File: config.mk
export PLATFORM = sky130hd
export DESIGN_NAME = prime_sum_upto
export DESIGN_NICKNAME = d
export VERILOG_FILES = /design/src/rtl/psu_pkg.sv /design/src/rtl/psu_dpath.sv /design/src/rtl/psu_ctrl.sv /design/src/rtl/prime_sum_upto.sv
export SDC_FILE = /design/constraint.sdc
export NUM_CORES = 1
export LEC_CHECK = 0
export BUFFER_PORTS_ARGS = -buffer_cell sky130_fd_sc_hd__buf_2
export CORE_ASPECT_RATIO = 0.75
export CORE_MARGIN = 2
export CORE_UTILIZATION = 40
export CTS_BUF_LIST = sky130_fd_sc_hd__clkbuf_8
export CTS_CLUSTER_DIAMETER = 40
export DETAILED_ROUTE_END_ITERATION = 12
export GPL_TIMING_DRIVEN = 0
export PLACE_DENSITY = 0.69
export SYNTH_ARGS = -nofsm -noshare
export SYNTH_HDL_FRONTEND = slang
export SYNTH_SLANG_ARGS = --single-unit
File: constraint.sdc
create_clock -name clk -period 3.9 [get_ports clk]
set_clock_uncertainty 0.2 [all_clocks]
set_input_delay 0.78 -clock clk [delete_from_list [all_inputs] [get_ports clk]]
set_output_delay 0.78 -clock clk [all_outputs]
set_load 0.02 [all_outputs]
File: src/rtl/psu_pkg.sv
// Shared sizes and controller/datapath interface types for the prime-sum block.
package psu_pkg;

  localparam int LIMIT_WIDTH = 12;
  localparam int SUM_WIDTH   = 22;
  // Divisor never passes floor(sqrt(limit)) + 1.
  localparam int DIV_W       = LIMIT_WIDTH / 2 + 2;
  localparam int SQ_W        = LIMIT_WIDTH + 2;
  localparam int CAND_W      = LIMIT_WIDTH + 1;
  localparam int BIT_W       = $clog2(LIMIT_WIDTH);

  typedef struct packed {
    logic load;        // capture limit, restart candidate and sum
    logic start_cand;  // divisor back to two
    logic start_mod;   // clear remainder, point at top dividend bit
    logic mod_step;    // one restoring remainder step
    logic next_div;    // advance divisor and its square
    logic add_sum;     // add candidate to running sum
    logic next_cand;   // advance candidate
    logic out_load;    // move sum into output register
  } psu_cmd_t;

  typedef struct packed {
    logic cand_gt_lim;
    logic sq_gt_cand;
    logic rem_zero;
    logic bit_last;
  } psu_stat_t;

endpackage

File: src/rtl/psu_dpath.sv
// Datapath: candidate and divisor counters, bit-serial remainder, sum and output registers.
module psu_dpath
  import psu_pkg::*;
(
  input  logic                   clk,
  input  logic                   rst_n,
  input  psu_cmd_t               cmd,
  input  logic [LIMIT_WIDTH-1:0] in_limit,
  output psu_stat_t              stat,
  output logic [SUM_WIDTH-1:0]   out_prime_sum
);

  logic [LIMIT_WIDTH-1:0] lim_r,  lim_nxt;
  logic [CAND_W-1:0]      cand_r, cand_nxt;
  logic [DIV_W-1:0]       div_r,  div_nxt;
  logic [SQ_W-1:0]        sq_r,   sq_nxt;
  logic [DIV_W-1:0]       rem_r,  rem_nxt;
  logic [BIT_W-1:0]       bit_r,  bit_nxt;
  logic [SUM_WIDTH-1:0]   sum_r,  sum_nxt;
  logic [SUM_WIDTH-1:0]   prime_sum_r, prime_sum_nxt;
  logic [DIV_W:0]         shifted;

  assign shifted = {rem_r, cand_r[bit_r]};

  always_comb begin
    lim_nxt       = lim_r;
    cand_nxt      = cand_r;
    div_nxt       = div_r;
    sq_nxt        = sq_r;
    rem_nxt       = rem_r;
    bit_nxt       = bit_r;
    sum_nxt       = sum_r;
    prime_sum_nxt = prime_sum_r;
    if (cmd.load) begin
      lim_nxt  = in_limit;
      cand_nxt = CAND_W'(2);
      sum_nxt  = '0;
    end
    if (cmd.start_cand) begin
      div_nxt = DIV_W'(2);
      sq_nxt  = SQ_W'(4);
    end
    if (cmd.start_mod) begin
      rem_nxt = '0;
      bit_nxt = BIT_W'(LIMIT_WIDTH - 1);
    end
    if (cmd.mod_step) begin
      if (shifted >= {1'b0, div_r}) begin
        rem_nxt = DIV_W'(shifted - {1'b0, div_r});
      end else begin
        rem_nxt = DIV_W'(shifted);
      end
      bit_nxt = bit_r - BIT_W'(1);
    end
    if (cmd.next_div) begin
      div_nxt = div_r + DIV_W'(1);
      sq_nxt  = sq_r + SQ_W'({div_r, 1'b0}) + SQ_W'(1);
    end
    if (cmd.add_sum) begin
      sum_nxt = sum_r + SUM_WIDTH'(cand_r);
    end
    if (cmd.next_cand) begin
      cand_nxt = cand_r + CAND_W'(1);
    end
    if (cmd.out_load) begin
      prime_sum_nxt = sum_r;
    end
  end

  always_ff @(posedge clk) begin
    lim_r       <= lim_nxt;
    cand_r      <= cand_nxt;
    div_r       <= div_nxt;
    sq_r        <= sq_nxt;
    rem_r       <= rem_nxt;
    bit_r       <= bit_nxt;
    sum_r       <= sum_nxt;
    prime_sum_r <= prime_sum_nxt;
  end

  assign stat.cand_gt_lim = cand_r > {1'b0, lim_r};
  assign stat.sq_gt_cand  = sq_r > SQ_W'(cand_r);
  assign stat.rem_zero    = (rem_r == '0);
  assign stat.bit_last    = (bit_r == '0);
  assign out_prime_sum    = prime_sum_r;

  a_load_init: assert property (@(posedge clk) disable iff (!rst_n)
    cmd.load |=> (cand_r == CAND_W'(2)) && (sum_r == '0))
    else $error("candidate or sum not restarted on load");

  a_rem_bound: assert property (@(posedge clk) disable iff (!rst_n)
    cmd.mod_step |=> (rem_r < div_r))
    else $error("remainder not below divisor");

  a_sq_track: assert property (@(posedge clk) disable iff (!rst_n)
    cmd.start_mod |-> (div_r >= DIV_W'(2)) &&
                      (sq_r == SQ_W'(div_r) * SQ_W'(div_r)))
    else $error("divisor square out of step");

endmodule

File: src/rtl/psu_ctrl.sv
// Controller: sequences candidates, divisors and remainder steps; owns the output valid.
module psu_ctrl
  import psu_pkg::*;
(
  input  logic      clk,
  input  logic      rst_n,
  input  logic      in_valid,
  output logic      in_ready,
  output logic      out_valid,
  input  logic      out_ready,
  input  psu_stat_t stat,
  output psu_cmd_t  cmd
);

  typedef enum logic [2:0] {
    S_IDLE,
    S_CAND,
    S_TEST,
    S_MOD,
    S_CHECK,
    S_FINISH
  } state_t;

  state_t state_r, state_nxt;
  logic   out_valid_r, out_valid_nxt;
  logic   slot_free;

  assign slot_free = !out_valid_r || out_ready;

  always_comb begin
    state_nxt     = state_r;
    cmd           = '0;
    out_valid_nxt = out_valid_r && !out_ready;
    unique case (state_r)
      S_IDLE: begin
        if (in_valid) begin
          cmd.load  = 1'b1;
          state_nxt = S_CAND;
        end
      end
      S_CAND: begin
        if (stat.cand_gt_lim) begin
          state_nxt = S_FINISH;
        end else begin
          cmd.start_cand = 1'b1;
          state_nxt      = S_TEST;
        end
      end
      S_TEST: begin
        if (stat.sq_gt_cand) begin
          cmd.add_sum   = 1'b1;
          cmd.next_cand = 1'b1;
          state_nxt     = S_CAND;
        end else begin
          cmd.start_mod = 1'b1;
          state_nxt     = S_MOD;
        end
      end
      S_MOD: begin
        cmd.mod_step = 1'b1;
        if (stat.bit_last) begin
          state_nxt = S_CHECK;
        end
      end
      S_CHECK: begin
        if (stat.rem_zero) begin
          cmd.next_cand = 1'b1;
          state_nxt     = S_CAND;
        end else begin
          cmd.next_div = 1'b1;
          state_nxt    = S_TEST;
        end
      end
      S_FINISH: begin
        if (slot_free) begin
          cmd.out_load  = 1'b1;
          out_valid_nxt = 1'b1;
          state_nxt     = S_IDLE;
        end
      end
      default: state_nxt = S_IDLE;
    endcase
  end

  always_ff @(posedge clk) begin
    if (!rst_n) begin
      state_r     <= S_IDLE;
      out_valid_r <= 1'b0;
    end else begin
      state_r     <= state_nxt;
      out_valid_r <= out_valid_nxt;
    end
  end

  assign in_ready  = (state_r == S_IDLE);
  assign out_valid = out_valid_r;

  a_out_free: assert property (@(posedge clk) disable iff (!rst_n)
    cmd.out_load |-> slot_free)
    else $error("output word overwritten before taken");

  a_busy_after_take: assert property (@(posedge clk) disable iff (!rst_n)
    (in_valid && in_ready) |=> !in_ready)
    else $error("ready held after taking a word");

  a_finish_wait: assert property (@(posedge clk) disable iff (!rst_n)
    (state_r == S_FINISH && out_valid_r && !out_ready) |=>
      (state_r == S_FINISH && out_valid_r))
    else $error("finish left while output slot busy");

endmodule

File: src/rtl/prime_sum_upto.sv
// Top level: sum of all primes not above a limit, by trial division.
//
//  channel | ports                          | word
//  --------+--------------------------------+-------------------------------
//  in      | in_valid, in_ready, in_limit   | inclusive upper bound (12 b)
//  out     | out_valid, out_ready,          | sum of primes <= limit (22 b)
//          | out_prime_sum                  |
//
// Operation: after a limit is taken, each candidate from 2 to the limit is
//   tested against trial divisors d with d*d <= candidate, stopping at the
//   first exact divisor, in the bit-serial remainder loop; a candidate with no
//   exact divisor is added to the sum. A limit below 2 gives a sum of zero.
// One word is in flight at a time; in_ready is high only while idle.
// The finished sum sits in an output register, so a new limit is taken as
//   soon as the sum is loaded there, even if out_ready is still low.
// A stalled output holds the engine in its finish step until the slot frees.
// Reset (rst_n low, synchronous) returns the controller to idle and drops
//   out_valid; datapath registers are loaded before use and need no reset.
module prime_sum_upto
  import psu_pkg::*;
(
  input  logic                   clk,
  input  logic                   rst_n,
  input  logic                   in_valid,
  output logic                   in_ready,
  input  logic [LIMIT_WIDTH-1:0] in_limit,
  output logic                   out_valid,
  input  logic                   out_ready,
  output logic [SUM_WIDTH-1:0]   out_prime_sum
);

  psu_cmd_t  cmd;
  psu_stat_t stat;

  // Sequencer: walks candidates, divisors and remainder bits.
  psu_ctrl u_ctrl (
    .clk       (clk),
    .rst_n     (rst_n),
    .in_valid  (in_valid),
    .in_ready  (in_ready),
    .out_valid (out_valid),
    .out_ready (out_ready),
    .stat      (stat),
    .cmd       (cmd)
  );

  // Counters, remainder unit, accumulator and output word.
  psu_dpath u_dpath (
    .clk           (clk),
    .rst_n         (rst_n),
    .cmd           (cmd),
    .in_limit      (in_limit),
    .stat          (stat),
    .out_prime_sum (out_prime_sum)
  );

endmodule
==> metrics.yaml <==
ys_seq_area_share_pct: 49.2
cp_max_fo: 22
p_leak_nw: 2.75
worstSetupPathType: "register to register"
synthArstFlopShare_pct: 0
post-cts-setup-buffer-count: 0
p_per_area_nw_per_um2: 615
final_antenna_net_count: 0
drv_slew: 0
track_usage_pct: 16.6
fin_crit_sh_pct: 93.7
initialDrtViolationCount: 290
regArea_um2: 3170
relSlewSlack_pct: 36.5
power_mw: 4.39
critPathArrivalTime_ps: 3460
clk_latency_ps: 380
antenna_found_initial: 0
tightest_slew_ps: 950
cts_tree: "built"
synth_top_family_by_area: "simple AND/OR/NAND/NOR gates"
drv_cap: 0
drive_above_1_share_pct: 12.1
synth.mux.area_fraction_pct: 1.20
multi_input_area_um2: 3060
ir_worst_vdd_v: 0.000229
postCtsHoldBufs: 0
layout.cells.most_common: "edfxtp_1"
grt_max_degree: 23
hold_path_class: "register to register"
ys.flop_type: "edfxtp_1"
n_antenna_cell: 0
status: "complete, no violations"
yosys.area_share.simple_pct: 14.6
synth_top_area_share_pct: 48.0
synth-edff-count: 103
ys.warnings.count: 0
routed_via_density: 5.42
netlist_area_um2: 6450
synth_xor_area_share_pct: 6.52
initial_core_util_pct: 40.5
cts_buffer_depth: 2
clock.fmax_mhz: 274
io_buffers: 39
layout_common_cells: "edfxtp_1, nor2_1, ha_1, inv_1, buf_2"
clk_pin_slew_worst_paths_ps: 100
synth-compound-area-share_pct: 13.0
yosysTopAreaCell: "edfxtp_1"
min_period_ps: 3660
required_ps: 3710
report.final.hold_viol_count: 0
die_h_um: 114
routedWlPerCell_um: 16.3
synth_area_per_cell_um2: 10.9
syn-instance-count: 593
synth-seq-cells: 107
cts_sinks: 107
grt_pass1_wl_um: 22200
cts_made_buffers: 9
synth_cell_type_count: 56
nets: 722
nFillCells: 1510
final_area_um2: 7140
synthAdderAreaFrac_pct: 12.0
syn_to_final_growth_pct: 10.7
htree_levels: 3
cts_root_buf: "clkbuf_8"
grt_setup_unrepaired: "false"
routed_wl_um: 14000
crit_path_start_kind: "register"
hpwlAfterDp_um: 10700
core_um2: 15900
ioPinCount: 40
overflow: 0
fp.dieArea_um2: 17200
syn_nets: 669
rows: 40
grt_pass1_vias: 4347
postPlaceCellArea_um2: 6950
place.gp.congestion: 0.918
worst_setup_path_end_kind: "register"
post_cts_resized: 0
vias: 4665
first_pass_iters: 4
yosys-top-cells-area: "edfxtp_1, ha_1, nor2_1"
fp.dieW_um: 151
drc: 0
setup_violations: 0
==> worst max-delay path, cell delays in order, from the launching register on <==
cell and delay, ps:
edfxtp_1 510, inv_1 120, ha_1 350, nand4b_4 130
nor3_4 260, o31ai_1 130, a22oi_2 360, nand3_2 210
buf_2 260, nand2_1 720
==> synthesized netlist by cell type, drive strengths merged, types with 8 or more instances <==
cell type,count
edfxtp,103
nor2,77
ha,57
inv,49
a21oi,34
xnor2,32
o21ai,26
nand3,24
nand2,23
xor2,16
a211oi,12
nor3,12
a21o,11
nand4,10
nand2b,8
nor2b,8
o31ai,8
==> registers in the layout, indices dropped and copies added (netlist names) <==
signal                 count
u_dpath.out_prime_sum     22
u_dpath.rem_r              8
u_dpath.sq_r              14
u_dpath.sum_r             22
u_ctrl.state_r             3
u_dpath.div_r              8
u_dpath.lim_r             12
u_dpath.bit_r              4
u_dpath.cand_r            13
u_ctrl.out_valid           1
==> worst paths after layout <==
path	startpoint	endpoint	slack (ps)	cells after the start
worst min register to register	u_dpath.sum_r[0]$_SDFFCE_PN0P_	u_dpath.out_prime_sum[0]$_DFFE_PP_	290	0
worst max-delay path	u_dpath.cand_r[12]$_SDFFCE_PN0P_	u_dpath.sum_r[20]$_SDFFCE_PN0P_	240	9
worst min-delay path	u_dpath.sum_r[0]$_SDFFCE_PN0P_	u_dpath.out_prime_sum[0]$_DFFE_PP_	290	0
worst max register to register	u_dpath.cand_r[12]$_SDFFCE_PN0P_	u_dpath.sum_r[20]$_SDFFCE_PN0P_	240	9
==> through the flow <==
step | hold slack [ps] | TNS [ps] | instances | utilization [%] | setup WS, ps
5_1_grt | 294 | 0 | 861 | 44.8 | 29.4
3_5_place_dp | 260 | 0 | 845 | 43.6 | 274
4_1_cts | 291 | 0 | 861 | 44.8 | 237
6_report | 287 | 0 | 861 | 44.8 | 245
2_1_floorplan | 233 | 0 | 593 | - | 161
3_3_place_gp | 263 | -29070 | 842 | 43.4 | -1270
==> cell families (layout without fill, tap and decap cells) <==
group	after synthesis	in the layout
flip-flops	107	107
buffers and inverters	58	116
AND/OR/NAND/NOR	190	190
multiplexers	4	4
adder cells (fa/ha/maj)	60	60
XOR/XNOR	48	48
AO/OA/AOI/OAI	126	126
==> layer usage <==
layer	track usage, %	part of all wire, %	vias up
met5	0	0	-
met4	4.80	1.6	0
met1	25.6	51	2248
li1	-	-	2274
met2	23.5	41	125
met3	3.40	5.8	18
==> cell type report <==
type / instances / area share [%]
plain buffers: 9 / 0.543
inverters: 49 / 2.58
clock buffers: 9 / 1.74
repair buffers: 42 / 3.21
clock inverters: 7 / 0.947
flip-flops and latches: 107 / 44.5
well taps: 210 / 3.68
multi-input cells: 428 / 42.8
==> report_power, final <==
group | switching (mW) | total [mW] | internal, mW
Sequential | 0.225 | 1.83 | 1.60
Combinational | 1.14 | 1.88 | 0.740
Clock | 0.390 | 0.685 | 0.295
Total | 1.75 | 4.39 | 2.64
Power figures use the tool's default switching activity.
